===== src/rtl/relt_pkg.sv =====
// Shared types and codes of the range entry linked table.
package relt_pkg;

  localparam int ADDR_BITS = 64;
  localparam int TAG_IN_BITS = 16;
  localparam int SLOT_BITS = 6;
  localparam int IN_DATA_BITS = 296;
  localparam int OUT_DATA_BITS = 232;

  typedef enum logic [1:0] {
    MODE_INSERT = 2'd0,
    MODE_FIND   = 2'd1,
    MODE_REMOVE = 2'd2,
    MODE_CLEAR  = 2'd3
  } mode_t;

  typedef enum logic [1:0] {
    STAT_OK       = 2'd0,
    STAT_FULL     = 2'd1,
    STAT_NO_MATCH = 2'd2,
    STAT_NOT_LIVE = 2'd3
  } status_t;

  typedef enum logic [3:0] {
    CMD_NONE,
    CMD_LOAD,
    CMD_SWEEP,
    CMD_INS_RD,
    CMD_INS_LINK,
    CMD_INS_TAIL,
    CMD_FND_RD,
    CMD_FND_NEXT,
    CMD_REM_RD,
    CMD_REM_UNLINK,
    CMD_REM_SELF,
    CMD_REM_FREE,
    CMD_EMIT
  } cmd_t;

  typedef enum logic [3:0] {
    ST_SWEEP,
    ST_IDLE,
    ST_INS_RD,
    ST_INS_LINK,
    ST_INS_TAIL,
    ST_FND_RD,
    ST_FND_CMP,
    ST_REM_RD,
    ST_REM_UNLINK,
    ST_REM_SELF,
    ST_REM_FREE,
    ST_EMIT
  } state_t;

  typedef struct packed {
    cmd_t    cmd;
    status_t res;
  } ctl_t;

  typedef struct packed {
    logic full;
    logic hit;
    logic cur_nil;
    logic steps_done;
    logic slot_live;
    logic slot_oob;
    logic sweep_done;
    logic out_busy;
  } sts_t;

endpackage


===== src/rtl/relt_ctrl.sv =====
// Controller state machine sequencing each request over the datapath.
module relt_ctrl (
  input  logic             clk,
  input  logic             rst,
  input  logic             s_tvalid,
  output logic             s_tready,
  input  relt_pkg::mode_t  mode,
  input  relt_pkg::sts_t   sts,
  output relt_pkg::ctl_t   ctl
);
  import relt_pkg::*;

  state_t  state, state_next;
  status_t rstat, rstat_next;
  logic    reply, reply_next;

  always_ff @(posedge clk) begin
    if (rst) begin
      state <= ST_SWEEP;
      rstat <= STAT_OK;
      reply <= 1'b0;
    end else begin
      state <= state_next;
      rstat <= rstat_next;
      reply <= reply_next;
    end
  end

  always_comb begin
    state_next = state;
    rstat_next = rstat;
    reply_next = reply;
    unique case (state)
      ST_SWEEP: begin
        if (sts.sweep_done) begin
          rstat_next = STAT_OK;
          state_next = reply ? ST_EMIT : ST_IDLE;
        end
      end
      ST_IDLE: begin
        if (s_tvalid) begin
          unique case (mode)
            MODE_INSERT: state_next = ST_INS_RD;
            MODE_FIND:   state_next = ST_FND_RD;
            MODE_REMOVE: state_next = ST_REM_RD;
            MODE_CLEAR: begin
              state_next = ST_SWEEP;
              reply_next = 1'b1;
            end
            default: state_next = ST_IDLE;
          endcase
        end
      end
      ST_INS_RD: begin
        if (sts.full) begin
          rstat_next = STAT_FULL;
          state_next = ST_EMIT;
        end else begin
          state_next = ST_INS_LINK;
        end
      end
      ST_INS_LINK: state_next = ST_INS_TAIL;
      ST_INS_TAIL: begin
        rstat_next = STAT_OK;
        state_next = ST_EMIT;
      end
      ST_FND_RD: begin
        if (sts.cur_nil || sts.steps_done) begin
          rstat_next = STAT_NO_MATCH;
          state_next = ST_EMIT;
        end else begin
          state_next = ST_FND_CMP;
        end
      end
      ST_FND_CMP: begin
        if (sts.hit) begin
          rstat_next = STAT_OK;
          state_next = ST_EMIT;
        end else begin
          state_next = ST_FND_RD;
        end
      end
      ST_REM_RD: begin
        if (sts.slot_oob) begin
          rstat_next = STAT_NOT_LIVE;
          state_next = ST_EMIT;
        end else begin
          state_next = ST_REM_UNLINK;
        end
      end
      ST_REM_UNLINK: begin
        if (!sts.slot_live) begin
          rstat_next = STAT_NOT_LIVE;
          state_next = ST_EMIT;
        end else begin
          state_next = ST_REM_SELF;
        end
      end
      ST_REM_SELF: state_next = ST_REM_FREE;
      ST_REM_FREE: begin
        rstat_next = STAT_OK;
        state_next = ST_EMIT;
      end
      ST_EMIT: begin
        if (!sts.out_busy) begin
          reply_next = 1'b0;
          state_next = ST_IDLE;
        end
      end
      default: state_next = ST_IDLE;
    endcase
  end

  always_comb begin
    s_tready = 1'b0;
    ctl.cmd  = CMD_NONE;
    ctl.res  = rstat;
    unique case (state)
      ST_SWEEP: ctl.cmd = CMD_SWEEP;
      ST_IDLE: begin
        s_tready = 1'b1;
        if (s_tvalid) begin
          ctl.cmd = CMD_LOAD;
        end
      end
      ST_INS_RD: begin
        if (!sts.full) begin
          ctl.cmd = CMD_INS_RD;
        end
      end
      ST_INS_LINK: ctl.cmd = CMD_INS_LINK;
      ST_INS_TAIL: ctl.cmd = CMD_INS_TAIL;
      ST_FND_RD: begin
        if (!(sts.cur_nil || sts.steps_done)) begin
          ctl.cmd = CMD_FND_RD;
        end
      end
      ST_FND_CMP: begin
        if (!sts.hit) begin
          ctl.cmd = CMD_FND_NEXT;
        end
      end
      ST_REM_RD: begin
        if (!sts.slot_oob) begin
          ctl.cmd = CMD_REM_RD;
        end
      end
      ST_REM_UNLINK: begin
        if (sts.slot_live) begin
          ctl.cmd = CMD_REM_UNLINK;
        end
      end
      ST_REM_SELF: ctl.cmd = CMD_REM_SELF;
      ST_REM_FREE: ctl.cmd = CMD_REM_FREE;
      ST_EMIT: begin
        if (!sts.out_busy) begin
          ctl.cmd = CMD_EMIT;
        end
      end
      default: ctl.cmd = CMD_NONE;
    endcase
  end

endmodule


===== config.mk =====
export PLATFORM = sky130hd
export DESIGN_NAME = relt_ctrl
export DESIGN_NICKNAME = d
export VERILOG_FILES = /design/src/rtl/relt_pkg.sv /design/src/rtl/relt_ctrl.sv
export SDC_FILE = /design/constraint.sdc
export NUM_CORES = 1
export LEC_CHECK = 0
export ABC_AREA = 1
export BUFFER_PORTS_ARGS = -buffer_cell sky130_fd_sc_hd__buf_2
export CAP_MARGIN = 10
export CORE_MARGIN = 2
export CORE_UTILIZATION = 54
export DETAILED_ROUTE_END_ITERATION = 10
export GPL_ROUTABILITY_DRIVEN = 0
export PLACE_DENSITY_LB_ADDON = 0.1
export REMOVE_ABC_BUFFERS = 1
export SLEW_MARGIN = 10
export SYNTH_ARGS = -nofsm -noshare
export SYNTH_HDL_FRONTEND = slang
export SYNTH_SLANG_ARGS = --single-unit

===== constraint.sdc =====
create_clock -name clk -period 3.4 [get_ports clk]
set_clock_uncertainty 0.1 [all_clocks]
set_input_delay 0 -clock clk [delete_from_list [all_inputs] [get_ports clk]]
set_output_delay 0 -clock clk [all_outputs]
set_load 0.02 [all_outputs]

==> run summary, run 1 <==
Slew HR -> 78.7%
Yosys warning count -> 0
Initial Utilization -> 57.1%
Residual DRC -> 0
pwr dens -> 495 nW/um2
CTS tree -> built
mux share of post-synthesis cell area -> 0%
outcome -> completed
final-layout fill cell count -> 130
dpl hpwl -> 1600 um
XOR/XNOR Fraction of Synth Area -> 0%
Design Area, Final -> 895 um2
dpl ws -> 1970 ps
I/O pin count -> 20
Seq/Total Area, Yosys -> 19.3%
final wirelength -> 1920 um
final setup vio count -> 0
post-synthesis adder-cell area fraction -> 5.18%
worst-path fanout max -> 5
initial antenna violation count -> 0
CTS H-tree depth -> 1
Clk pin slew, worst setup/hold paths -> 50 ps
row count -> 13
Worst Tran Pin Value -> 318 ps
wire per inst -> 11.6 um
crit-path cells -> inv_2, nand2_1, nor2_1, inv_1, nor2_1, inv_1, nand4_1, buf_2
Clock Latency Late Sink -> 250 ps
CP Data Required Time -> 3300 ps
Netlist Area Pre-Place -> 724 um2
final critical-path required period -> 1680 ps
RSZ-0062 raised after global routing -> no
Synth Area in Simple Gates -> 53.2%
CP Class -> reg2out
setup total negative slack -> 0 ps
maximum VDD drop -> 0.390 mV
drt via density -> 5.28
Die Area -> 1650 um2
first-pass GRT wire length -> 2910 um
Final Cycle Share -> 49.4%
largest family of logic cells by synthesized area -> simple AND/OR/NAND/NOR gates
largest net degree at the start of global routing -> 7
leakage power -> 0.511 nW
via count -> 872
clk buf depth -> 2
crit end category -> output port
grt ovf -> 0
CTS buffer count -> 3
area growth from synthesis to layout -> 23.5%
Hold-fix buffers, CTS -> 3
most frequent cells in the layout -> 30 x nand2_1, 20 x nor2_1, 19 x buf_2
Post-DRT Antenna Nets -> 0
syn_area_per_cell -> 5.84 um2
final net count -> 167
compound-gate portion of the synthesized area -> 11.4%
Max Slew Vio Count -> 0
CP max-delay cell -> dfxtp_1
vias in the first global route -> 737
GRT Total Usage -> 27.6%
max frequency -> 0.595 GHz
peak per-stage delay on the critical path -> 350 ps
Initial DRT Pass Iterations -> 4
share of cells above drive strength 1 -> 31.3%
postcts setup bufs -> 0
final worst setup slack -> 1720 ps
DR iter-0 viols -> 37
post-CTS resize count -> 0
Netlist cell types -> 21
Final Hold Vio Count -> 0
Die Y -> 40.6 um
ANT cells -> 0
Core Area -> 1270 um2
placed insts -> 158
Final Non-Filler Cells -> 165
port bufs -> 19
DIE WIDTH -> 40.6 um
Crit path arrival time -> 1580 ps
Num Clock Sinks -> 7
most common cell after layout, fill and taps aside -> nand2_1
cell count after synthesis -> 124
critical path launch point type -> flop
Hold Crit Class -> in2reg
placed cell area -> 838 um2
Seq cells post-synth -> 7
Clk Tree Root Cell -> clkbuf_4
Max-Cap Viols -> 0
registers in the layout, indices dropped and copies added, names as in the netlist:
register and cells:
reply 1, rstat 2, state 4
Yosys cell counts:
library cell  count  area, um2
o21ai_2           1       8.76
nor2_1           20       75.1
nand3_2           1       10.0
nand3b_2          1       11.3
nand2_1          30        113
nand4_1           2       12.5
dfxtp_1           7        140
nor2_4            2       22.5
inv_2             4       15.0
o21ai_0           1       5.00
or2_2             1       6.26
a21oi_2           1       8.76
nor2_2            5       31.3
ha_1              3       37.5
o2111ai_1         2       17.5
nand2_2           9       56.3
nand3b_1          1       7.51
nand3_1           8       40.0
inv_1            17       63.8
a21oi_1           7       35.0
a211oi_1          1       7.51
critical path: cells and delay by family (launching register included):
family / cells / cell delay (ps)
buffers and inverters: 4 / 430
AND/OR/NAND/NOR: 4 / 550
flip-flops: 1 / 350
power breakdown:
part | switching, mW | total (mW) | internal, mW
clock network | 0.0322 | 0.0771 | 0.0449
registers | 0.0154 | 0.114 | 0.0985
logic | 0.164 | 0.252 | 0.0882
metal layers:
metal | part of all wire, % | GRT usage (%)
met2 | 52 | 52.0
met4 | 0.83 | 2.50
met5 | 0 | 0
met1 | 38 | 30.3
met3 | 8.2 | 9.78
area by class of cell:
type	instances	area, um2	area share [%]
multi-input combinational	96	505	56.5
sequential	7	140	15.7
timing repair buffer	22	125	14.0
inverter	21	78.8	8.81
clock buffer	4	26.3	2.94
tap	15	18.8	2.10
path summary, 6_finish.rpt:
kind	start	endpoint	slack, ps	cells past startpoint
worst min register to register	rstat[1]	rstat[1]	370	2
worst min-delay path	sts[1]	state[0]	60	4
worst max-delay path	state[2]	ctl[5]	1720	8
worst max register to register	state[2]	rstat[1]	1970	9
metrics by stage:
stage	utilization (%)	power [mW]	hold WS (ps)
global route	70.5	0.477	82.7
floorplan	-	0.300	-30.9
detailed placement	66.1	0.364	125
CTS	70.5	0.445	56.9
global placement	66.1	0.360	118
finish	70.5	0.443	60.5
logic make-up after synthesis:
kind of cell | after synthesis
simple gates | 80
fa+ha+maj | 3
compound gates | 13
buf+inv | 21
flops | 7
Power figures use the tool's default switching activity.
==> run 2, diff against run 1 <==
--- a/config.mk
+++ b/config.mk
@@ -9,7 +9,7 @@
 export BUFFER_PORTS_ARGS = -buffer_cell sky130_fd_sc_hd__buf_2
 export CAP_MARGIN = 10
 export CORE_MARGIN = 2
-export CORE_UTILIZATION = 54
+export CORE_UTILIZATION = 45
 export DETAILED_ROUTE_END_ITERATION = 10
 export GPL_ROUTABILITY_DRIVEN = 0
 export PLACE_DENSITY_LB_ADDON = 0.1
==> constraint.sdc (replaced) <==
create_clock -name clk -period 1.4 [get_ports clk]
set_clock_uncertainty 0.1 [all_clocks]
set_input_delay 0 -clock clk [delete_from_list [all_inputs] [get_ports clk]]
set_output_delay 0 -clock clk [all_outputs]
set_load 0.02 [all_outputs]
==> run summary, run 2 (synthesized netlist as in run 1, its figures left out) <==
Die Y -> 44.1 um (+8.6%)
Clock Latency Late Sink -> 260 ps (about the same)
final critical-path required period -> 1580 ps
metal3 WL -> 197 um (+25%)
I/O pin count -> 20 (unchanged)
CTS buffer count -> 3 (unchanged)
Critical R2R Launch -> state[3]
CP Class -> reg2out
DR iter-0 viols -> 39 (+5.4%)
Num Clock Sinks -> 7 (unchanged)
final worst setup slack -> -183 ps (-1900 ps)
worst-path fanout max -> 5 (unchanged)
first-pass GRT wire length -> 3890 um (+34%)
Largest register FFs -> 4 (unchanged)
dpl hpwl -> 1590 um (-0.66%)
RSZ-0062 raised after global routing -> yes
crit-path cells -> inv_2, nand2_4, nor2_1, nand2_1, nand4_1, buf_6
vias in the first global route -> 975 (+32%)
Hold Path Depth -> 4 (unchanged)
CP max-delay cell -> dfxtp_4
R2R Setup Slk -> -170 ps (-2140 ps)
grt ovf -> 0 (unchanged)
Hold Crit Class -> in2reg
outcome -> finished with violations
Final Cycle Share -> 113%
DRT met1 WL -> 972 um (+32%)
Initial Utilization -> 48.1% (-9.0 points)
Reg2Reg Depth -> 8 (-1)
initial antenna violation count -> 0 (unchanged)
Final Hold Vio Count -> 0 (unchanged)
CP endpoint -> ctl[5]
Worst Tran Pin Value -> 378 ps (+59.8 ps)
setup total negative slack -> -1080 ps (-1080 ps)
final net count -> 182 (+9.0%)
Residual DRC -> 0 (unchanged)
leakage power -> 0.648 nW (+27%)
top sig layer -> met4
drt via density -> 5.48 (+3.7%)
Max Slew Vio Count -> 0 (unchanged)
most frequent cells in the layout -> 25 x nand2_1, 16 x nor2_1, 15 x buf_2, 15 x buf_4, 13 x inv_1
routed wl met2 -> 1320 um (+31%)
largest net degree at the start of global routing -> 7 (unchanged)
Clk pin slew, worst setup/hold paths -> 60 ps (about the same)
maximum VDD drop -> 0.996 mV (+160%)
CP Data Required Time -> 1300 ps (-2000 ps)
Die Area -> 1950 um2 (+18%)
peak per-stage delay on the critical path -> 370 ps (+20 ps)
via count -> 992 (+14%)
Post-DRT Antenna Nets -> 0 (unchanged)
critical path launch point type -> flop
pwr dens -> 1160 nW/um2 (+130%)
CTS tree -> built
Slew HR -> 74.7% (-4.0 points)
Top Registers -> state: 4 flops, rstat: 2 flops, reply: 1 flops
dpl ws -> -17.4 ps (-1990 ps)
Clk Tree Root Cell -> clkbuf_4
port bufs -> 19 (unchanged)
post-layout util -> 79.8% (+9.3 points)
most common cell after layout, fill and taps aside -> nand2_1
crit path from -> state[3]
Core Area -> 1510 um2 (+19%)
row count -> 14 (+1)
final wirelength -> 2560 um (+33%)
DIE WIDTH -> 44.1 um (+8.6%)
share of cells above drive strength 1 -> 50.3% (+19 points)
failing checks -> setup timing
clk buf depth -> 2 (unchanged)
area growth from synthesis to layout -> 66.0%
ANT cells -> 0 (unchanged)
max frequency -> 0.632 GHz
Initial DRT Pass Iterations -> 4 (unchanged)
crit end category -> output port
wire per inst -> 14.1 um (+22%)
Largest Register -> state
Crit path arrival time -> 1480 ps (-100 ps)
r2r endpoint -> rstat[1]
CTS H-tree depth -> 1 (unchanged)
GRT Total Usage -> 26.7% (-0.87 points)
Max-Cap Viols -> 0 (unchanged)
final setup vio count -> 9 (+9)
[run 2: timing repair]
item / 4_1_cts / 5_1_grt
endpoints found under the setup margin: 7 / 10
hold buffers: 3 / 0
setup buffers: 6 / 2
gates resized for setup: 29 / 28
hold endpoints to repair: 6 / 0
pin swaps: 8 / 8
[run 2: how the worst min path moves through the flow]
stage | start | to
after CTS | mode[1] | reply
after detailed placement | rst | state[2]
after global routing | mode[1] | reply
final | mode[1] | reply
after global placement | rst | state[2]
after floorplan | rst | state[1]
[run 2: area by class of cell]
type	instances	area, um2
Clock buffer	3	22.5
Clock inverter	1	5.00
Sequential cell	7	155
Multi-Input combinational cell	96	638
Tap cell	16	20.0
Timing Repair Buffer	37	263
Fill cell	99	304
Inverter	21	98.8
[run 2: worst max-delay path, delay by kind of cell (launching register included)]
| kind | cells | cell delay, ps |
|---|---|---|
| AND/OR/NAND/NOR | 4 | 590 |
| flip-flops | 1 | 370 |
| buffers and inverters | 2 | 250 |
[run 2: through the flow]
stage	total power, mW	area (um2)	std cells	hold slack, ps
floorplan	0.728	724	124	-30.9
detailed placement	0.941	892	166	136
global route	1.48	1200	181	121
CTS	1.24	1090	179	119
global placement	0.939	892	166	126
finish	1.39	1200	181	105
[run 2: report_power, final]
| part | total, mW | internal (mW) | switching (mW) |
|---|---|---|---|
| clock network | 0.190 | 0.105 | 0.0853 |
| registers | 0.305 | 0.247 | 0.0580 |
| logic | 0.898 | 0.364 | 0.534 |
| total | 1.39 | 0.716 | 0.677 |
[run 2: layer usage]
metal / GRT usage, % / vias up
met5: 0 / -
met4: 10.3 / 0
met1: 28.9 / 454
li1: - / 471
met2: 47.4 / 58
met3: 9.39 / 9
==> run 3, diff against run 2 <==
--- a/config.mk
+++ b/config.mk
@@ -12,7 +12,7 @@
 export CORE_UTILIZATION = 45
 export DETAILED_ROUTE_END_ITERATION = 10
 export GPL_ROUTABILITY_DRIVEN = 0
-export PLACE_DENSITY_LB_ADDON = 0.1
+export PLACE_DENSITY = 0.84
 export REMOVE_ABC_BUFFERS = 1
 export SLEW_MARGIN = 10
 export SYNTH_ARGS = -nofsm -noshare
==> run summary, run 3 (synthesized netlist as in run 1, its figures left out) <==
outcome -> finished with violations
failing checks -> setup timing
largest net degree at the start of global routing -> 7 (unchanged)
crit-path cells -> inv_6, nand2_4, nor2_2, nand2_2, nand2_2, a21oi_2, o2111ai_2, buf_4
CP Class -> reg2out
critical path launch point type -> flop
Initial DRT Pass Iterations -> 5 (+1)
maximum VDD drop -> 0.756 mV (-24%)
ANT cells -> 0 (unchanged)
P_int -> 0.676 mW (-5.5%)
final critical-path required period -> 1550 ps (-34.3 ps)
peak per-stage delay on the critical path -> 390 ps (+20 ps)
vias in the first global route -> 887 (-9.0%)
Post-DRT Antenna Nets -> 0 (unchanged)
area growth from synthesis to layout -> 59.2%
Die Y -> 44.1 um (unchanged)
I/O pin count -> 20 (unchanged)
worst-path fanout max -> 5 (unchanged)
hold_sp -> sts[1]
DIE WIDTH -> 44.1 um (unchanged)
R2R Setup Slk -> -120 ps (+50 ps)
post-layout util -> 76.6% (-3.2 points)
CTS H-tree depth -> 1 (unchanged)
Crit path max-delay family -> flip-flops
switching power -> 0.654 mW (-3.4%)
dpl ws -> 3.65 ps (+21.0 ps)
first-pass GRT wire length -> 3800 um (-2.5%)
Hold Crit Class -> in2reg
CP endpoint -> ctl[2]
CP Data Required Time -> 1300 ps (about the same)
DR iter-0 viols -> 63 (+62%)
Reg2Reg Depth -> 10 (+2)
Core Area -> 1510 um2 (unchanged)
max frequency -> 0.646 GHz (+2.2%)
wire per inst -> 14.7 um (+4.0%)
Die Area -> 1950 um2 (unchanged)
CP max-delay cell -> dfxtp_4
CTS tree -> built
share of cells above drive strength 1 -> 53.1% (+2.8 points)
Buf+Inv Stages, Crit Path -> 2 (unchanged)
Crit path arrival time -> 1450 ps (-30 ps)
leakage power -> 0.615 nW (-5.0%)
Worst Tran Pin Value -> 376 ps (-2.39 ps)
Max-Cap Viols -> 0 (unchanged)
final wirelength -> 2590 um (+1.2%)
final setup vio count -> 8 (-1)
total power draw -> 1.33 mW (-4.5%)
Max Slew Vio Count -> 0 (unchanged)
RSZ-0062 raised after global routing -> yes
Initial Utilization -> 48.1% (unchanged)
dpl hpwl -> 1600 um (+0.37%)
crit end category -> output port
register share of total power -> 23.4% (+1.5 points)
Clock Latency Late Sink -> 240 ps (-20 ps)
Top Registers -> state: 4 flops, rstat: 2 flops, reply: 1 flops
CP dominant cell by count -> nand2_2
combinational power share -> 63.7% (-0.8 points)
r2r endpoint -> rstat[0]
CP Depth -> 8 (+2)
switching share of total power -> 49.2% (+0.57 points)
Clk Tree Root Cell -> clkbuf_4
Slew HR -> 74.7% (about the same)
port bufs -> 19 (unchanged)
most common cell after layout, fill and taps aside -> nand2_1
clock power share -> 12.9% (-0.8 points)
Critical R2R Launch -> state[3]
drt via density -> 5.55 (+1.2%)
final net count -> 177 (-2.7%)
placed cell area -> 855 um2 (-4.2%)
initial antenna violation count -> 0 (unchanged)
Largest Register -> state
via count -> 976 (-1.6%)
grt ovf -> 0 (unchanged)
Clk pin slew, worst setup/hold paths -> 50 ps (about the same)
Largest register FFs -> 4 (unchanged)
crit path from -> state[2]
setup total negative slack -> -772 ps (+310 ps)
final worst setup slack -> -149 ps (+34.3 ps)
CTS buffer count -> 3 (unchanged)
Num Clock Sinks -> 7 (unchanged)
most frequent cells in the layout -> 20 x nand2_1, 16 x inv_1, 15 x buf_2
final-layout fill cell count -> 106 (+7.1%)
row count -> 14 (unchanged)
pwr dens -> 1150 nW/um2 (-0.45%)
clk buf depth -> 2 (unchanged)
Final Hold Vio Count -> 0 (unchanged)
Final Cycle Share -> 111% (-2.5 points)
GRT Total Usage -> 26.7% (about the same)
Design Area, Final -> 1150 um2 (-4.1%)
Residual DRC -> 0 (unchanged)
## run 3: cell types whose count changed in the layout (fill, tap and decap cells not counted), sizes merged
cell / before / now
clkinv: 1 / 0
clkbuf: 3 / 4
buf: 34 / 29
## run 3: area by class of cell
class | count | area [um2] | share of cell area (%)
Clock buffer | 4 | 26.3 | 2.28
Inverter | 21 | 93.8 | 8.13
Multi-Input combinational cell | 96 | 637 | 55.2
Sequential cell | 7 | 155 | 13.4
Tap cell | 16 | 20.0 | 1.74
Timing Repair Buffer | 32 | 221 | 19.2
## run 3: worst reg2reg max path, delay by kind of cell (launching register included)
family	cells	cell delay [ps]
AND/OR/NAND/NOR	7	660
flip-flops	1	410
buffers and inverters	3	250
## run 3: how the worst min path moves through the flow
stage                to  slack, ps  depth (start not counted)
2_1_floorplan  state[1]        -30                          1
3_3_place_gp   state[2]        130                          2
3_5_place_dp   state[2]        130                          2
4_1_cts        state[0]         70                          4
5_1_grt        state[0]        130                          4
6_report       state[0]        100                          4
## run 3: power by group through the flow
stage	Sequential (mW)	Clock, mW	Combinational (mW)
2_1_floorplan	0.298	0	0.429
3_3_place_gp	0.278	0	0.611
3_5_place_dp	0.281	0	0.622
4_1_cts	0.300	0.184	0.715
5_1_grt	0.314	0.200	0.918
6_report	0.312	0.171	0.847
## run 3: metal layers
metal | GRT usage [%] | vias up | routed length (um)
li1 | - | 464 | -
met1 | 30.3 | 447 | 1040
met2 | 45.0 | 55 | 1310
met3 | 4.08 | 10 | 178
met4 | 19.4 | 0 | 68
met5 | 0 | - | 0
## run 3: stage by stage
step / cells / hold slack, ps
3_5_place_dp: 161 / 135
4_1_cts: 173 / 70.4
2_1_floorplan: 124 / -30.9
6_report: 176 / 98.5
5_1_grt: 176 / 131
3_3_place_gp: 161 / 132
## run 3: repair_timing
| item | CTS | global route |
|---|---|---|
| pin swaps | 5 | 11 |
| setup buffers | 5 | 4 |
| gates resized for setup | 33 | 24 |
| setup endpoints to repair | 5 | 10 |
| hold endpoints to repair | 7 | 0 |
| hold buffers | 3 | 0 |
